## src/hdl/ipp_pkg.sv

```systemverilog
// Shared types and constants for the IP address text parser.
package ipp_pkg;

    localparam logic [7:0]  CHAR_DOT       = 8'h2E;
    localparam logic [7:0]  CHAR_COLON     = 8'h3A;
    localparam logic [7:0]  CHAR_SPACE     = 8'h20;
    localparam logic [7:0]  CHAR_TAB       = 8'h09;
    localparam logic [7:0]  CHAR_CR        = 8'h0D;
    localparam logic [15:0] V4_FIELD_MAX   = 16'd255;
    localparam logic [19:0] V4_FIELD_SAT   = 20'd256;
    localparam logic [2:0]  V6_GROUP_DIGITS = 3'd4;
    localparam logic [2:0]  V4_LAST_FIELD  = 3'd3;
    localparam logic [2:0]  V6_LAST_FIELD  = 3'd7;
    localparam logic [2:0]  DIGIT_CNT_MAX  = 3'd7;

    localparam logic MODE_V4 = 1'b0;
    localparam logic MODE_V6 = 1'b1;

    typedef enum logic [1:0] {
        PH_LEAD = 2'd0,
        PH_BODY = 2'd1,
        PH_PEND = 2'd2
    } t_phase;

    typedef enum logic [2:0] {
        ERR_NONE     = 3'd0,
        ERR_EMPTY    = 3'd1,
        ERR_RANGE    = 3'd2,
        ERR_TOO_LONG = 3'd3,
        ERR_NO_SEP   = 3'd4,
        ERR_TRAILING = 3'd5
    } t_err;

    typedef enum logic [1:0] {
        END_SEP   = 2'd0,
        END_OTHER = 2'd1,
        END_EOS   = 2'd2
    } t_end;

    typedef struct packed {
        logic       is_ws;
        logic       is_dec;
        logic       is_hex;
        logic       is_dot;
        logic       is_colon;
        logic [3:0] nib;
    } t_char_cls;

    typedef struct packed {
        t_phase      phase;
        logic [2:0]  fnum;
        logic [15:0] fval;
        logic [2:0]  dcnt;
        t_err        err;
        logic [63:0] upper;
        logic [63:0] lower;
    } t_parse_st;

    typedef struct packed {
        logic        addr_valid;
        t_err        error_kind;
        logic [63:0] addr_upper;
        logic [63:0] addr_lower;
    } t_result;

endpackage

```

## src/hdl/ipp_char_class.sv

```systemverilog
// Byte classifier: whitespace, digits, hex nibble value and separators.
module ipp_char_class import ipp_pkg::*; (
    input  logic [7:0] i_char,
    output t_char_cls  o_cls
);

    logic [7:0] w_dec_off;
    logic [7:0] w_lc_off;
    logic [7:0] w_uc_off;
    logic       w_lc;
    logic       w_uc;

    assign w_dec_off = i_char - 8'h30;
    assign w_lc_off  = i_char - 8'h57;
    assign w_uc_off  = i_char - 8'h37;
    assign w_lc      = (i_char >= 8'h61) && (i_char <= 8'h66);
    assign w_uc      = (i_char >= 8'h41) && (i_char <= 8'h46);

    always_comb begin
        o_cls.is_ws    = (i_char == CHAR_SPACE) || ((i_char >= CHAR_TAB) && (i_char <= CHAR_CR));
        o_cls.is_dec   = (i_char >= 8'h30) && (i_char <= 8'h39);
        o_cls.is_hex   = o_cls.is_dec || w_lc || w_uc;
        o_cls.is_dot   = (i_char == CHAR_DOT);
        o_cls.is_colon = (i_char == CHAR_COLON);
        if (w_lc) begin
            o_cls.nib = w_lc_off[3:0];
        end else if (w_uc) begin
            o_cls.nib = w_uc_off[3:0];
        end else begin
            o_cls.nib = w_dec_off[3:0];
        end
    end

endmodule

```

## src/hdl/ipp_parse_core.sv

```systemverilog
// Parse state register and the one-byte update of the address scanner.
module ipp_parse_core import ipp_pkg::*; (
    input  logic      i_clk,
    input  logic      i_rst_n,
    input  logic      i_fire,
    input  logic      i_last,
    input  t_char_cls i_cls,
    input  logic      i_mode,
    output t_result   o_res
);

    localparam t_parse_st ST_RESET = '{phase: PH_LEAD, fnum: 3'd0, fval: 16'd0,
                                       dcnt: 3'd0, err: ERR_NONE,
                                       upper: 64'd0, lower: 64'd0};

    t_parse_st r_st;
    t_parse_st n_st;
    t_parse_st w_take;
    t_parse_st w_eos;

    // Close the current field; only called while no error is recorded.
    function automatic t_parse_st finish_field(t_parse_st s, t_end how, logic mode);
        t_parse_st o;
        logic      last_f;
        o = s;
        if (mode == MODE_V4) begin
            last_f = (s.fnum >= V4_LAST_FIELD);
            if (s.dcnt == 3'd0) begin
                o.err = ERR_EMPTY;
            end else if (s.fval > V4_FIELD_MAX) begin
                o.err = ERR_RANGE;
            end else begin
                o.lower = {32'd0, s.lower[23:0], s.fval[7:0]};
            end
        end else begin
            last_f = (s.fnum >= V6_LAST_FIELD);
            if (s.dcnt > V6_GROUP_DIGITS) begin
                o.err = ERR_TOO_LONG;
            end else begin
                o.upper = {s.upper[47:0], s.lower[63:48]};
                o.lower = {s.lower[47:0], s.fval};
            end
        end
        if (o.err == ERR_NONE) begin
            if (last_f) begin
                if (how != END_EOS) begin
                    o.err = ERR_TRAILING;
                end
            end else if (how == END_SEP) begin
                o.fnum = s.fnum + 3'd1;
                o.fval = 16'd0;
                o.dcnt = 3'd0;
            end else begin
                o.err = ERR_NO_SEP;
            end
        end
        return o;
    endfunction

    logic        w_body;
    logic [19:0] w_dec_acc;
    logic [2:0]  w_dcnt_inc;

    assign w_dec_acc  = ({4'd0, r_st.fval} * 20'd10) + {16'd0, i_cls.nib};
    assign w_dcnt_inc = (r_st.dcnt != DIGIT_CNT_MAX) ? r_st.dcnt + 3'd1 : r_st.dcnt;

    always_comb begin
        w_take = r_st;
        w_body = 1'b0;
        if (r_st.err == ERR_NONE) begin
            unique case (r_st.phase)
                PH_LEAD: begin
                    if (!i_cls.is_ws) begin
                        w_take.phase = PH_BODY;
                        w_body       = 1'b1;
                    end
                end
                PH_PEND: begin
                    if (!i_cls.is_ws) begin
                        w_take = finish_field(r_st, END_OTHER, i_mode);
                    end
                end
                PH_BODY: begin
                    if (i_cls.is_ws) begin
                        w_take.phase = PH_PEND;
                    end else begin
                        w_body = 1'b1;
                    end
                end
                default: begin
                    w_take = r_st;
                end
            endcase
            if (w_body) begin
                if (i_mode == MODE_V4) begin
                    if (i_cls.is_dec) begin
                        w_take.fval = (w_dec_acc > V4_FIELD_SAT) ? V4_FIELD_SAT[15:0]
                                                                 : w_dec_acc[15:0];
                        w_take.dcnt = w_dcnt_inc;
                    end else begin
                        w_take = finish_field(w_take, i_cls.is_dot ? END_SEP : END_OTHER,
                                              i_mode);
                    end
                end else begin
                    if (i_cls.is_hex) begin
                        w_take.fval = {r_st.fval[11:0], i_cls.nib};
                        w_take.dcnt = w_dcnt_inc;
                    end else begin
                        w_take = finish_field(w_take, i_cls.is_colon ? END_SEP : END_OTHER,
                                              i_mode);
                    end
                end
            end
        end
    end

    always_comb begin
        if (w_take.err == ERR_NONE) begin
            w_eos = finish_field(w_take, END_EOS, i_mode);
        end else begin
            w_eos = w_take;
        end
        o_res.addr_valid = (w_eos.err == ERR_NONE);
        o_res.error_kind = w_eos.err;
        if (w_eos.err == ERR_NONE) begin
            o_res.addr_upper = (i_mode == MODE_V6) ? w_eos.upper : 64'd0;
            o_res.addr_lower = w_eos.lower;
        end else begin
            o_res.addr_upper = 64'd0;
            o_res.addr_lower = 64'd0;
        end
        n_st = r_st;
        if (i_fire) begin
            n_st = i_last ? ST_RESET : w_take;
        end
    end

    always_ff @(posedge i_clk) begin
        if (!i_rst_n) begin
            r_st <= ST_RESET;
        end else begin
            r_st <= n_st;
        end
    end

    a_restart_after_last: assert property (@(posedge i_clk) disable iff (!i_rst_n)
        i_fire && i_last |=> (r_st.phase == PH_LEAD) && (r_st.err == ERR_NONE)
                             && (r_st.fnum == 3'd0) && (r_st.dcnt == 3'd0))
        else $error("parse state not cleared after final beat");

    a_error_sticky: assert property (@(posedge i_clk) disable iff (!i_rst_n)
        i_fire && !i_last && (r_st.err != ERR_NONE) |=> $stable(r_st))
        else $error("parse state changed after an error was recorded");

endmodule

```

## src/hdl/ip_address_text_parser.sv

```systemverilog
// Top level of the IP address text parser: input stage, parse core, result stage.
//
// Channel   Dir  Beat contents
// s_axis    in   tdata[7:0] char_byte, tlast is_last
// m_axis    out  tdata[63:0] addr_upper, [127:64] addr_lower; tuser[0] addr_valid,
//                tuser[3:1] error_kind; one beat per string, on its final byte
// cfg       in   data[0] addr_mode (0 IPv4, 1 IPv6)
//
// One byte per cycle sustained, but for a final byte held by a waiting result; a string's
// result is valid once its final byte has passed the input register and then the parse update into the result register.
// Synchronous active-low reset clears the mode to IPv4 and the parse state.
// A waiting result stalls only a following final byte; other bytes keep flowing.
module ip_address_text_parser import ipp_pkg::*; (
    input  logic         i_clk,
    input  logic         i_rst_n,
    input  logic         i_s_axis_tvalid,
    output logic         o_s_axis_tready,
    input  logic [7:0]   i_s_axis_tdata,   // [7:0] char_byte
    input  logic         i_s_axis_tlast,
    output logic         o_m_axis_tvalid,
    input  logic         i_m_axis_tready,
    output logic [127:0] o_m_axis_tdata,   // [63:0] addr_upper, [127:64] addr_lower
    output logic [3:0]   o_m_axis_tuser,   // [0] addr_valid, [3:1] error_kind
    input  logic         i_cfg_valid,
    output logic         o_cfg_ready,
    input  logic         i_cfg_data
);

    logic      r_in_valid;
    logic [7:0] r_char;
    logic      r_last;
    logic      r_mode;
    logic      r_out_valid;
    t_result   r_res;
    logic      w_fire;
    t_char_cls w_cls;
    t_result   w_res;

    assign w_fire          = r_in_valid && (!r_last || !r_out_valid || i_m_axis_tready);
    assign o_s_axis_tready = !r_in_valid || w_fire;
    assign o_cfg_ready     = 1'b1;

    always_ff @(posedge i_clk) begin
        if (!i_rst_n) begin
            r_in_valid <= 1'b0;
        end else if (o_s_axis_tready) begin
            r_in_valid <= i_s_axis_tvalid;
        end
    end

    always_ff @(posedge i_clk) begin
        if (o_s_axis_tready && i_s_axis_tvalid) begin
            r_char <= i_s_axis_tdata;
            r_last <= i_s_axis_tlast;
        end
    end

    always_ff @(posedge i_clk) begin
        if (!i_rst_n) begin
            r_mode <= MODE_V4;
        end else if (i_cfg_valid) begin
            r_mode <= i_cfg_data;
        end
    end

    ipp_char_class u_class (
        .i_char (r_char),
        .o_cls  (w_cls)
    );

    ipp_parse_core u_core (
        .i_clk   (i_clk),
        .i_rst_n (i_rst_n),
        .i_fire  (w_fire),
        .i_last  (r_last),
        .i_cls   (w_cls),
        .i_mode  (r_mode),
        .o_res   (w_res)
    );

    always_ff @(posedge i_clk) begin
        if (!i_rst_n) begin
            r_out_valid <= 1'b0;
        end else if (w_fire && r_last) begin
            r_out_valid <= 1'b1;
        end else if (i_m_axis_tready) begin
            r_out_valid <= 1'b0;
        end
    end

    always_ff @(posedge i_clk) begin
        if (w_fire && r_last) begin
            r_res <= w_res;
        end
    end

    assign o_m_axis_tvalid = r_out_valid;
    assign o_m_axis_tdata  = {r_res.addr_lower, r_res.addr_upper};
    assign o_m_axis_tuser  = {r_res.error_kind, r_res.addr_valid};

    a_input_held: assert property (@(posedge i_clk) disable iff (!i_rst_n)
        r_in_valid && !w_fire |=> r_in_valid && $stable(r_char) && $stable(r_last))
        else $error("input register overwritten before its beat was used");

    a_result_source: assert property (@(posedge i_clk) disable iff (!i_rst_n)
        $rose(r_out_valid) |-> $past(w_fire && r_last))
        else $error("result beat without a final input byte");

    a_valid_vs_error: assert property (@(posedge i_clk) disable iff (!i_rst_n)
        r_out_valid |-> (r_res.addr_valid == (r_res.error_kind == ERR_NONE)))
        else $error("addr_valid disagrees with error_kind");

    a_invalid_zero: assert property (@(posedge i_clk) disable iff (!i_rst_n)
        r_out_valid && !r_res.addr_valid |-> (r_res.addr_upper == 64'd0)
                                             && (r_res.addr_lower == 64'd0))
        else $error("rejected address carries nonzero data");

endmodule

```

## config.mk

```make
export PLATFORM = sky130hd
export DESIGN_NAME = ip_address_text_parser
export DESIGN_NICKNAME = d
export VERILOG_FILES = /design/src/hdl/ipp_pkg.sv /design/src/hdl/ipp_char_class.sv /design/src/hdl/ipp_parse_core.sv /design/src/hdl/ip_address_text_parser.sv
export SDC_FILE = /design/constraint.sdc
export NUM_CORES = 1
export LEC_CHECK = 0
export BUFFER_PORTS_ARGS = -buffer_cell sky130_fd_sc_hd__buf_4
export CAP_MARGIN = 20
export CORE_MARGIN = 4
export CORE_UTILIZATION = 29
export DETAILED_ROUTE_END_ITERATION = 12
export GPL_TIMING_DRIVEN = 0
export SLEW_MARGIN = 10
export SYNTH_ARGS = -nofsm -noshare
export SYNTH_HDL_FRONTEND = slang
export SYNTH_HIERARCHICAL = 1
export SYNTH_SLANG_ARGS = --single-unit
```

## constraint.sdc

```tcl
create_clock -name i_clk -period 7.65 [get_ports i_clk]
set_input_delay 0.765 -clock i_clk [delete_from_list [all_inputs] [get_ports i_clk]]
set_output_delay 0.765 -clock i_clk [all_outputs]
set_load 0.01 [all_outputs]
```

==> results.md <==
Outcome:
- The run finished with clean final reports.

Routing:
- The highest layer used for signal routing is met4.
- For this run, the detailed router's first-pass iteration total came to 6.
- The met2 wire length is 29,800 um.
- Wires add up to 69,200 um.
- Using the TritonRoute via totals, the vias-per-cell ratio works out to roughly 5.6.
- The antenna violation net count after detailed routing is 0.
- After detailed routing, the wire length on met1 is 31,300 um.
- In the final routed layout, each cell accounts on average for 23.0 um.
- Summed over all nets, wire length on met3 after detailed routing comes to just under 6000 um.
- The iteration-0 DRC count of the detailed router is approximately 1,800.
- The remaining design rule violation count is 0.
- The detailed router placed 17,000 vias in this run.

Pwr:
- In this run the static leakage power is 7.05 nW.
- The worst IR drop on VDD is 117 uV.
- The total power per unit cell area is roughly 190 mW/mm^2.

Synthesis:
- For this run, the number of Yosys warnings is 6.
- The cell count after synthesis came out at a little over 2,000.
- The number of nets produced by synthesis is ~2,100.
- The share of the yosys chip area belonging to registers is 0.416.
- The number of enable flip-flop cells after synthesis is 141.
- Counting flops and latches in the post-synthesis netlist gives about 280.
- The mean instance size in the synthesized netlist is 8.42 um^2.
- The synthesized cell area is 0.0170 mm^2.
- The async set-or-reset flop fraction in the synthesized netlist is 0.
- The count of different cell masters after synthesis is 98.
- The top flip-flop cell by instance count after synthesis is sky130_fd_sc_hd__dfxtp_1.

Min path:
- The number of stages on the worst hold path is 1.
- The tightest min-delay check is of the input port to flip-flop type.

Global route:
- Global routing finished with a remaining overflow of 0.
- Entering global routing, the biggest net connects 34 pins.
- The via count of the first global-routing pass is 16,200.
- For this run, the total global-route usage over all layers was measured as 0.210.
- The initial antenna violation count was 0.
- The wire length of the first global-routing pass is about 100,000 um.

Worst setup path:
- The startpoint kind of the worst setup timing path is a flip-flop.
- The type of destination of the critical path is a flip-flop.
- The worst endpoint data arrival time is 6390 ps.
- Counting cells, the worst reg-to-reg path comes to 18.
- The worst setup path is of the flip-flop to flip-flop kind.
- The highest fanout seen on the critical path is 10.
- Data on the critical path is required at its endpoint by 8010 ps.

STA:
- Setup repair after global routing left no endpoint under its margin.
- For the pin with the worst max-slew slack, the measured transition is 1130 ps.
- The relative slew slack is 0.246.
- The final number of hold-violating endpoints was 0.
- The total setup violations reported at the end of the flow is 0.
- Summed over all failing endpoints, the final setup total negative slack is 0 ps.
- Between clock sinks in the finished design, the worst skew comes to around 18 ps.
- The minimum clock period after layout is 6030 ps.
- Static timing analysis puts the maximum clock frequency at 0.166 GHz.
- The final critical-path share of the clock period is 0.788.
- The total count of max-transition violations in the final report is 0.
- After layout, the worst setup slack is 1620 ps.

Placement:
- The number of placed instances, taps included, is 2,942.
- During placement, the flow inserted port buffers numbering 148.
- The worst slack at placement is 1810 ps.
- The last weighted congestion value of the routability-driven placer is between 0.9 and 1.
- The wire-length estimate of the detail-placed layout is 52,200 um.
- The placement-stage cell area is 0.0192 mm^2.

Die:
- The die is 250 um wide.
- The count of boundary I/O pins is 150.
- The placeable core region is 0.0579 mm^2.
- The floorplan die height is 250 um.
- After floorplanning, the core was divided into just under 90 placement rows.
- The initial utilization of the core area, before any placement, comes to 0.294.
- The area enclosed by the die boundary is 0.0626 mm^2.

Clock network:
- The insertion delay of the later-clocked pin in the worst-skew pair is 550 ps.
- The number of gates resized after cts is 0.
- The H-tree depth is 2.
- In this run the deepest clock path goes through 3 buffers.
- Clock-pin slew was measured on the worst setup and hold paths at 60 ps.
- The number of clock buffers added by TritonCTS is 36.
- The hold buffer count at CTS is 0.
- The clock root buffer master is sky130_fd_sc_hd__clkbuf_16.
- The total clock sinks is 283.
- The clock tree from TritonCTS is built.
- The number of setup buffers added after CTS is 0.

Layout:
- The share of the core filled with cells in the final layout is 0.353.
- In the final layout, the multi-input gates occupy between 0.009 and 0.01 mm^2.
- Once layout is done, the placed cells without fillers occupy 0.0205 mm^2.
- The final cell count without fillers is around 3,000.
- The fraction of final layout cells sized beyond drive strength 1 is 0.125.
- The sequential cells in the finished layout cover a total of 0.00708 mm^2.
- For this run, the post-layout net count is approximately 2,300.
- The post-synthesis to final-layout area growth is 20.3%.
- 0 antenna diodes ended up in the layout.
- The layout has 6,132 filler cells.

Run:
- The number of max-cap violations is 0.
[metrics by stage]
stage | power, mW | hold WS, ps
after floorplan | 1.89 | 481
after CTS | 3.84 | 379
after global routing | 3.93 | 395
after global placement | 2.05 | 510
final | 3.81 | 406
after detailed placement | 2.05 | 524
[cell type report]
cell class / instances / share of cell area
multi-input combinational: 1549 / 0.448
inverter: 16 / 0.00293
buffer: 173 / 0.0353
timing repair buffer: 156 / 0.0612
clock buffer: 47 / 0.0480
tap: 765 / 0.0468
clock inverter: 19 / 0.0118
sequential: 283 / 0.346
[power breakdown]
| group | switching [mW] | internal (mW) | total, mW |
|---|---|---|---|
| logic | 0.285 | 0.118 | 0.403 |
| clock network | 0.691 | 1.08 | 1.77 |
| registers | 0.0167 | 1.61 | 1.63 |
[placed cells by master (no fill, tap or decap), drive strengths merged, types with 19 or more instances in the layout]
cell,n
a21o,23
a21oi,240
a22o,25
a22oi,115
a31oi,29
and2,24
buf,192
clkbuf,184
dfxtp,142
edfxtp,141
ha,41
inv,21
nand2,228
nand2b,28
nand3,26
nor2,249
nor2b,115
nor3,31
o21ai,81
o22ai,38
or3,19
[final timing paths]
path / endpoint / slack [ps] / from
min reg2reg: u_core/r_st[103] / 540 / u_core/r_st[103]
min: r_char[3] / 410 / i_s_axis_tdata[3]
max reg2reg: o_m_axis_tdata[95] / 1620 / r_char[0]
max: o_m_axis_tdata[95] / 1620 / r_char[0]
[worst max-delay path, stage by stage (launching register included)]
cell,delay (ps)
sky130_fd_sc_hd__edfxtp_1,460
sky130_fd_sc_hd__inv_1,170
sky130_fd_sc_hd__ha_1,230
sky130_fd_sc_hd__o22a_2,160
sky130_fd_sc_hd__o22ai_1,60
sky130_fd_sc_hd__and3b_1,340
sky130_fd_sc_hd__or2_2,350
sky130_fd_sc_hd__clkbuf_1,230
sky130_fd_sc_hd__nor2_1,290
sky130_fd_sc_hd__clkbuf_1,540
sky130_fd_sc_hd__nand2_1,240
sky130_fd_sc_hd__a221oi_1,730
sky130_fd_sc_hd__nand4b_1,160
sky130_fd_sc_hd__or2_2,360
sky130_fd_sc_hd__a211oi_1,420
sky130_fd_sc_hd__o211ai_1,280
sky130_fd_sc_hd__buf_2,340
sky130_fd_sc_hd__buf_2,240
sky130_fd_sc_hd__a31oi_1,240
[routing by layer]
metal / vias to the layer above / GRT usage
li1: 7791 / -
met5: - / 0
met1: 8197 / 0.298
met3: 135 / 0.0405
met2: 867 / 0.322
met4: 0 / 0.0678
[logic make-up (layout without fill, tap and decap cells)]
group / after synthesis / in the layout / synth area share
buf+inv: 189 / 411 / 0.0460
xor+xnor: 18 / 18 / 0.00927
other cells: 1 / 1 / 0.000220
fa+ha+maj: 43 / 43 / 0.0325
flops: 283 / 283 / 0.416
compound gates: 686 / 686 / 0.264
simple gates: 782 / 782 / 0.221
mux: 19 / 19 / 0.0115
[cells in the mapped netlist (4+ instances only)]
cell | n | share of area
sky130_fd_sc_hd__a31o_2 | 8 | 0.0041
sky130_fd_sc_hd__buf_6 | 5 | 0.0033
sky130_fd_sc_hd__a21oi_1 | 239 | 0.070
sky130_fd_sc_hd__or3_1 | 18 | 0.0066
sky130_fd_sc_hd__nand2_1 | 228 | 0.050
sky130_fd_sc_hd__o211a_1 | 8 | 0.0047
sky130_fd_sc_hd__mux2i_1 | 14 | 0.0082
sky130_fd_sc_hd__nand2b_1 | 28 | 0.010
sky130_fd_sc_hd__a2bb2oi_1 | 8 | 0.0041
sky130_fd_sc_hd__o21ai_0 | 78 | 0.023
sky130_fd_sc_hd__o22ai_1 | 38 | 0.014
sky130_fd_sc_hd__clkbuf_1 | 136 | 0.030
sky130_fd_sc_hd__buf_1 | 18 | 0.0040
sky130_fd_sc_hd__o21bai_1 | 5 | 0.0022
sky130_fd_sc_hd__a211oi_1 | 10 | 0.0044
sky130_fd_sc_hd__and2_1 | 23 | 0.0085
sky130_fd_sc_hd__nor4_1 | 9 | 0.0033
sky130_fd_sc_hd__a22oi_1 | 115 | 0.051
sky130_fd_sc_hd__a211oi_2 | 6 | 0.0044
sky130_fd_sc_hd__o221ai_1 | 4 | 0.0021
sky130_fd_sc_hd__o22a_1 | 4 | 0.0021
sky130_fd_sc_hd__xnor2_1 | 12 | 0.0062
sky130_fd_sc_hd__nand4_1 | 11 | 0.0040
sky130_fd_sc_hd__a21o_1 | 22 | 0.0097
sky130_fd_sc_hd__mux2_2 | 4 | 0.0026
sky130_fd_sc_hd__a31oi_1 | 29 | 0.011
sky130_fd_sc_hd__a221oi_1 | 14 | 0.0072
sky130_fd_sc_hd__nor2_1 | 247 | 0.055
sky130_fd_sc_hd__edfxtp_1 | 141 | 0.25
sky130_fd_sc_hd__a22o_1 | 25 | 0.013
sky130_fd_sc_hd__o31ai_1 | 5 | 0.0022
sky130_fd_sc_hd__xor2_1 | 6 | 0.0031
sky130_fd_sc_hd__dfxtp_1 | 142 | 0.17
sky130_fd_sc_hd__nor3_1 | 28 | 0.0082
sky130_fd_sc_hd__o211ai_1 | 13 | 0.0057
sky130_fd_sc_hd__buf_2 | 11 | 0.0032
sky130_fd_sc_hd__nand3_1 | 26 | 0.0076
sky130_fd_sc_hd__inv_1 | 14 | 0.0031
sky130_fd_sc_hd__or2_2 | 4 | 0.0015
sky130_fd_sc_hd__ha_1 | 41 | 0.030
sky130_fd_sc_hd__and3_1 | 12 | 0.0044
sky130_fd_sc_hd__o2bb2ai_1 | 12 | 0.0062
sky130_fd_sc_hd__nor2b_1 | 115 | 0.042
[registers in the layout (all words and copies together) (netlist names)]
signal	cells
u_core/r_st	139
o_m_axis_tdata	128
r_char	8
o_m_axis_tuser	4
o_m_axis_tvalid	1
r_in_valid	1
r_last	1
r_mode	1
(Power assumes the default switching activity.)
